===== src/sv/cfs_pkg.sv =====
package cfs_pkg;

	localparam int FREQ_W   = 20;
	localparam int CAR_W    = 21;
	localparam int CUR_W    = 16;
	localparam int GAIN_W   = 16;
	localparam int OUT_W    = 24;
	localparam int CFG_W    = 41;
	localparam int IDX_W    = 3;
	localparam int SPAN_W   = 20;
	localparam int QUO_W    = 21;
	localparam int PROD_W   = SPAN_W + CAR_W;
	localparam int BPROD_W  = GAIN_W + CUR_W;
	localparam int BOOST_SH = 6;
	localparam int BOOST_W  = BPROD_W - BOOST_SH;
	localparam int NUM_BP_DEFAULT = 6;
	localparam int NUM_BP_SLOTS   = 6;

	localparam logic [IDX_W-1:0] CFG_IDX_GAIN = 3'd6;

	// One segment lookup, ready for the multiply and divide.
	typedef struct packed {
		logic [CAR_W-1:0]  base;
		logic              neg;
		logic [SPAN_W-1:0] dx;
		logic [CAR_W-1:0]  dcmag;
		logic [SPAN_W-1:0] span;
		logic              boost_en;
		logic [CUR_W-1:0]  imax;
	} seg_t;

	// Values that ride alongside the divider.
	typedef struct packed {
		logic              neg;
		logic [CAR_W-1:0]  base;
		logic [BOOST_W-1:0] boost;
	} side_t;

endpackage


===== src/sv/cfs_divider.sv =====
module cfs_divider #(
	parameter int SIDE_W = $bits(cfs_pkg::side_t)
) (
	input  logic                              clk,
	input  logic                              arst_n,
	input  logic                              en,
	input  logic                              valid_in,
	input  logic [cfs_pkg::PROD_W-1:0]        num,
	input  logic [cfs_pkg::SPAN_W-1:0]        den,
	input  logic [SIDE_W-1:0]                 side_in,
	output logic                              valid_out,
	output logic [cfs_pkg::QUO_W-1:0]         quo,
	output logic [SIDE_W-1:0]                 side_out
);

	localparam int QW = cfs_pkg::QUO_W;
	localparam int NW = cfs_pkg::PROD_W;

	// Restoring division, one quotient bit per stage, most significant first.
	logic          vld_s  [QW+1];
	logic [NW-1:0] rem_s  [QW+1];
	logic [cfs_pkg::SPAN_W-1:0] den_s [QW+1];
	logic [QW-1:0] quo_s  [QW+1];
	logic [SIDE_W-1:0] side_s [QW+1];

	assign vld_s[0]  = valid_in;
	assign rem_s[0]  = num;
	assign den_s[0]  = den;
	assign quo_s[0]  = '0;
	assign side_s[0] = side_in;

	for (genvar k = 0; k < QW; k++) begin : g_stage
		localparam int B = QW - 1 - k;
		logic [NW:0] trial;
		logic [QW-1:0] qn;

		always_comb begin
			trial = {1'b0, rem_s[k]} - ((NW+1)'(den_s[k]) << B);
			qn    = quo_s[k];
			qn[B] = !trial[NW];
		end

		always_ff @(posedge clk or negedge arst_n) begin
			if (!arst_n) begin
				vld_s[k+1] <= 1'b0;
			end else if (en) begin
				vld_s[k+1] <= vld_s[k];
			end
		end

		always_ff @(posedge clk) begin
			if (en) begin
				rem_s[k+1]  <= trial[NW] ? rem_s[k] : trial[NW-1:0];
				den_s[k+1]  <= den_s[k];
				quo_s[k+1]  <= qn;
				side_s[k+1] <= side_s[k];
			end
		end
	end

	assign valid_out = vld_s[QW];
	assign quo       = quo_s[QW];
	assign side_out  = side_s[QW];

endmodule


===== config.mk =====
export PLATFORM = sky130hd
export DESIGN_NAME = cfs_divider
export DESIGN_NICKNAME = d
export VERILOG_FILES = /design/src/sv/cfs_pkg.sv /design/src/sv/cfs_divider.sv
export SDC_FILE = /design/constraint.sdc
export NUM_CORES = 2
export LEC_CHECK = 0
export ABC_AREA = 1
export BUFFER_PORTS_ARGS = -buffer_cell sky130_fd_sc_hd__buf_4
export CORE_MARGIN = 5
export CORE_UTILIZATION = 50
export DETAILED_ROUTE_END_ITERATION = 6
export HOLD_SLACK_MARGIN = 0.02
export PLACE_DENSITY = 0.73
export SETUP_SLACK_MARGIN = 0.3
export SYNTH_ARGS = -nofsm -noshare
export SYNTH_HDL_FRONTEND = slang
export SYNTH_SLANG_ARGS = --single-unit

===== constraint.sdc =====
create_clock -name clk -period 2.97 [get_ports clk]
set_input_delay 0 -clock clk [delete_from_list [all_inputs] [get_ports clk]]
set_output_delay 0 -clock clk [all_outputs]
set_load 0.02 [all_outputs]

* Yosys cells after proc, flatten, opt, wreduce, memory -nomap -nowiden
Cells that the tools add are included.
** Word-level totals
- Flip-flop bits (word level) :: 2480
- Input port bits :: 113
- Output and inout port bits :: 70
- Word-level logic and storage cells :: 165
** Operators by class
- Add/sub/neg operators :: 21
- Muxes and demuxes :: 20
- Reductions and logical operators :: 21
** Operators with widths (number)
- 2-to-1 mux 41 bit :: 20
- subtractor 41 x 20 -> 42 bit :: 1
- subtractor 41 x 21 -> 42 bit :: 1
- subtractor 41 x 22 -> 42 bit :: 1
- subtractor 41 x 23 -> 42 bit :: 1
- subtractor 41 x 24 -> 42 bit :: 1
- subtractor 41 x 25 -> 42 bit :: 1
- subtractor 41 x 26 -> 42 bit :: 1
- subtractor 41 x 27 -> 42 bit :: 1
- subtractor 41 x 28 -> 42 bit :: 1
- subtractor 41 x 29 -> 42 bit :: 1
- subtractor 41 x 30 -> 42 bit :: 1
- subtractor 41 x 31 -> 42 bit :: 1
- subtractor 41 x 32 -> 42 bit :: 1
- subtractor 41 x 33 -> 42 bit :: 1
- subtractor 41 x 34 -> 42 bit :: 1
- subtractor 41 x 35 -> 42 bit :: 1
- subtractor 41 x 36 -> 42 bit :: 1
- subtractor 41 x 37 -> 42 bit :: 1
- subtractor 41 x 38 -> 42 bit :: 1
- subtractor 41 x 39 -> 42 bit :: 1
- subtractor 41 x 40 -> 42 bit :: 1
- logical NOT 1 bit :: 21

* Depth between registers and ports, before layout
- Depth in word-level cells :: 2
- Gate-level depth with buffers :: 16
- Gate-level depth less buffers :: 16

* Least setup slack after synthesis
OpenSTA, ideal clock, no wires.
- Path kind :: register to register
- From :: register den_s[360] in the netlist's numbering
- To :: register rem_s[728] in the netlist's numbering, data pin
- Setup time :: 255 ps
- Arrival :: 2011 ps
- Data required time :: 2715 ps
- Path slack :: 704 ps
- Cell stages (with the launch flop) :: 16
- Path buffers :: 1
- Period minus slack after synthesis :: 2266 ps
- Path through :: edfxtp_1 ha_1 fa_1 inv_1 nand3_1 nand2_1 nand2_1 nand2_1 nand3_1 nand2_1 nand2_2 nand2_4 inv_2 buf_4 nand2_1 o21ai_2
** On the way
- Word-level cells in the longest chain between the ends :: 2
** RTL lines
- start, declared :: RTL line cfs_divider.sv:22 : logic [cfs_pkg::SPAN_W-1:0] den_s [QW+1];
- start signal, assigned by index :: RTL line cfs_divider.sv:54 : den_s[k+1] <= den_s[k];
- subtractor 41 x 37 -> 42 bit :: RTL line cfs_divider.sv:38 : trial = {1'b0, rem_s[k]} - ((NW+1)'(den_s[k]) << B);
- 2-to-1 mux 41 bit :: RTL line cfs_divider.sv:53 : rem_s[k+1] <= trial[NW] ? rem_s[k] : trial[NW-1:0];
- end signal, assigned by index :: RTL line cfs_divider.sv:53
- end, declared :: RTL line cfs_divider.sv:21 : logic [NW-1:0] rem_s [QW+1];
Every way passes these cells.
A chain may end at the register's enable or synchronous reset.

* Final worst setup path
- From :: register rem_s[167] in the netlist's numbering
- To :: register rem_s[131] in the netlist's numbering, data pin
** On the way
- Word-level cells in the longest chain between the ends :: 2
** RTL lines (RTL line)
- subtractor 41 x 23 -> 42 bit :: cfs_divider.sv:38
- 2-to-1 mux 41 bit :: cfs_divider.sv:53
Every way passes these cells.

==> results.toml <==
[run_status]
status = "finished, final reports clean"

[synthesis]
synth_xor_area_share_pct = 2.33
syn_nets = 11200
ys_warn_count = 0
synth-main-ff-cell = "edfxtp_1"
synth_fa_ha_area_share_pct = 4.91
synth_compound_area_share_pct = 5.67
synth_top_family_by_area = "simple AND/OR/NAND/NOR gates"
syn_avg_cell_area_um2 = 10.8
ys_types = 55
synth-simple-area-share_pct = 16.6
synthTopCellsByArea = "edfxtp_1 64%, nand2_1 9.1%, inv_1 4.7%, ha_1 4.6%, nor2_1 2.8%"
synth_top_area_cell = "edfxtp_1"
ys_ff_latch = 2480
syn_area_mm2 = 0.115
postSynth.asyncResetShare_pct = 0.847
synth_mux_area_share_pct = 0.00980
synth_edf_count = 2459
netlist_instances = 10600
ys_seq_area_share_pct = 64.7
yosys.area.top_type_share_pct = 64.2

[pwr]
ir_drop_v = 0.000495
powerDensity_mw_per_mm2 = 883
combPwrFrac_pct = 29.3
clkPwrFrac_pct = 28.8
p_leak_nw = 54.0
swShare_pct = 34.1
power.switching_w = 0.0400
p_int_w = 0.0773
p_seq_share_pct = 41.8

[grt]
grt_first_pass_wirelength_um = 441000
grt_usage_pct = 23.8
antenna_found_initial = 4
grt_pass1_vias = 75900
overflow = 0
grt_start_max_net_pins = 121

[setup_path]
r2r-end = "rem_s[131]"
ff2ff_path_depth = 11
critPathSlowestCell = "fa_1"
critical-path-max-stage-delay_ns = 0.46
crit_path_start_kind = "register"
crit_fanout = 29
path_cells = "inv_1, ha_1, inv_1, fa_1, nand2_1, nand3_1, nand2_1, nand4_2, inv_2, buf_12, o21ai_0"
reg2reg_slack_ns = 0.37
reg2reg_from = "rem_s[167]"
path_class = "reg -> reg"
cp.required_ns = 3.55
end_kind = "register"
cp_data_arrival_time_ns = 3.18

[worst_hold_path]
holdPathStages = 4
hold_path.class = "in -> reg"
hp-start = "num[40]"
holdPathEnd = "rem_s[860]"

[routing]
vias = 76800
dr.pass1.iters = 5
wirelength_um = 287000
drc = 0
routed_via_density = 5.24
drt_iter0_drc = 6247
wl_per_cell_um = 19.6
antenna_left = 0

[clock_tree]
h-tree-depth = 5
clk_pin_slew_ns = 0.06
cts_tree = "yes"
clock_latency_ns = 0.92
root_buffer = "clkbuf_16"
cts_buffers = 281
cts_sinks = 2480
clockBufferDepth = 4

[die]
rows = 176
ios = 183
start_util_pct = 50.1
fp.dieW_um = 489
coreArea_mm2 = 0.229
dieArea_mm2 = 0.240
die_h_um = 489

[finish]
final_util_pct = 57.9
drive_above_1_share_pct = 8.65
syn_to_final_growth_pct = 15.6
nFillCells = 19200
multi_input_area_mm2 = 0.0343
regArea_mm2 = 0.0744
final_nets = 12000
fin_cells = 14600

[placement]
dpl.hpwl_um = 216000
placed_cells = 13900
port_buffers = 182
gp_congestion = 0.922

[timing]
drv_slew = 0
finClkSkew_ns = 0.101
fmax_ghz = 0.384
slew_headroom_pct = 39.1
hold_viol = 0
fin_crit_ns = 2.60
setup_tns_ns = 0
setup_viol = 0
rsz0062_at_grt = "true"
finalCritPeriodShare_pct = 87.6
worst_pin_slew_ns = 0.910

[flow_run]
drv_cap = 0
-- cells by family (layout without fill, tap and decap cells) --
kind of cell	Yosys count	after routing
AOI/OAI and AO/OA	1220	1220
xor gates and xnor gates	306	306
adders and majority gates	439	439
buffers and inverters	1607	2579
DFF	2480	2480
muxes	1	1
other	0	3
and+or+nand+nor	4593	4593
-- metal layers --
layer  track usage (%)  share of wire [%]  up-vias
met1              33.4                 45    36500
met5                 0             0.0045        -
met2              39.0                 47     2108
met3              2.84                4.9      523
met4              7.39                3.4        2
li1                  -                  -    37700
-- placed cells by master (no fill, tap or decap), drive strengths merged, types with 3 or more instances in the layout --
master | Yosys | final
nand2 | 2811 | 2811
edfxtp | 2459 | 2459
o21a | 11 | 11
xnor2 | 219 | 219
o211ai | 5 | 5
nand4 | 169 | 169
diode | 0 | 3
nor3b | 3 | 3
fa | 20 | 20
nor2b | 4 | 4
a21boi | 11 | 11
nand3 | 476 | 476
nor4 | 40 | 40
clkinv | 0 | 88
and3 | 6 | 6
o21ai | 560 | 560
nor2 | 883 | 883
a21o | 12 | 12
nor3 | 107 | 107
ha | 419 | 419
xor2 | 87 | 87
a21oi | 594 | 594
and2 | 12 | 12
dfrtp | 21 | 21
a31oi | 4 | 4
or2 | 14 | 14
buf | 138 | 390
inv | 1462 | 1476
nand3b | 65 | 65
clkinvlp | 0 | 21
bufinv | 0 | 28
o21bai | 21 | 21
clkbuf | 7 | 332
dlygate4sd3 | 0 | 244
-- Yosys cell counts (106+ instances only) --
| cell | number |
|---|---|
| nand2_1 | 2786 |
| edfxtp_1 | 2459 |
| inv_1 | 1446 |
| nor2_1 | 867 |
| a21oi_1 | 561 |
| nand3_1 | 469 |
| ha_1 | 419 |
| o21ai_0 | 417 |
| xnor2_1 | 219 |
| nand4_1 | 164 |
| o21ai_1 | 113 |
| nor3_1 | 106 |
-- sequential cells by signal (all words and copies together), names as in the netlist --
register    count
den_s         400
g_stage.qn    210
quo            21
rem_s         820
side_out       48
side_s        960
valid_out       1
vld_s          20
-- power groups by stage --
stage                     registers, W  clock network [W]  logic [W]
final                           0.0490             0.0338     0.0344
after global routing            0.0493             0.0363     0.0385
after CTS                       0.0490             0.0347     0.0340
after detailed placement        0.0496                  0     0.0334
after global placement          0.0496                  0     0.0334
after floorplan                 0.0473                  0     0.0233
-- through the flow --
stage          setup WS (ns)  hold WS [ns]  power, W  instance area, um2
6_report               0.369         0.110     0.117              133000
5_1_grt                0.210        0.0895     0.124              133000
4_1_cts                0.306        0.0422     0.118              132000
3_5_place_dp          0.0742        -0.103    0.0830              121000
3_3_place_gp           0.102        -0.112    0.0830              121000
2_1_floorplan          0.704        -0.296    0.0706              115000
-- how the worst max path moves through the flow --
| stage | startpoint | end | slack [ns] |
|---|---|---|---|
| global route | rem_s[167] | rem_s[133] | 0.21 |
| global placement | den_s[320] | rem_s[645] | 0.10 |
| finish | rem_s[167] | rem_s[131] | 0.37 |
| detailed placement | den_s[320] | rem_s[645] | 0.07 |
| floorplan | den_s[360] | rem_s[728] | 0.70 |
| CTS | den_s[360] | rem_s[729] | 0.31 |
-- worst max-delay path: cells and delay by family, from the launching register on --
kind	cells	cell delay, ns
compound gates	1	0.13
fa+ha+maj	2	0.60
buf+inv	4	0.63
flops	1	0.38
simple gates	4	0.56
-- area by class of cell --
cell class / instances / share of cell area, %
Clock buffer: 332 / 5.60
Inverter: 1462 / 4.16
Clock inverter: 151 / 1.18
Sequential cell: 2480 / 56.0
Tap cell: 3026 / 2.85
Timing Repair Buffer: 634 / 4.44
Antenna cell: 3 / 0.00565
Multi-Input combinational cell: 6559 / 25.8
-- timing repair --
action | 4_1_cts | 5_1_grt
pin swaps | 1 | 6
endpoints found under the setup margin | 88 | 305
hold buffers | 244 | 0
setup buffers | 4 | 29
endpoints found under the hold margin | 977 | 0
resized for setup | 24 | 85
Power figures use the tool's default switching activity.
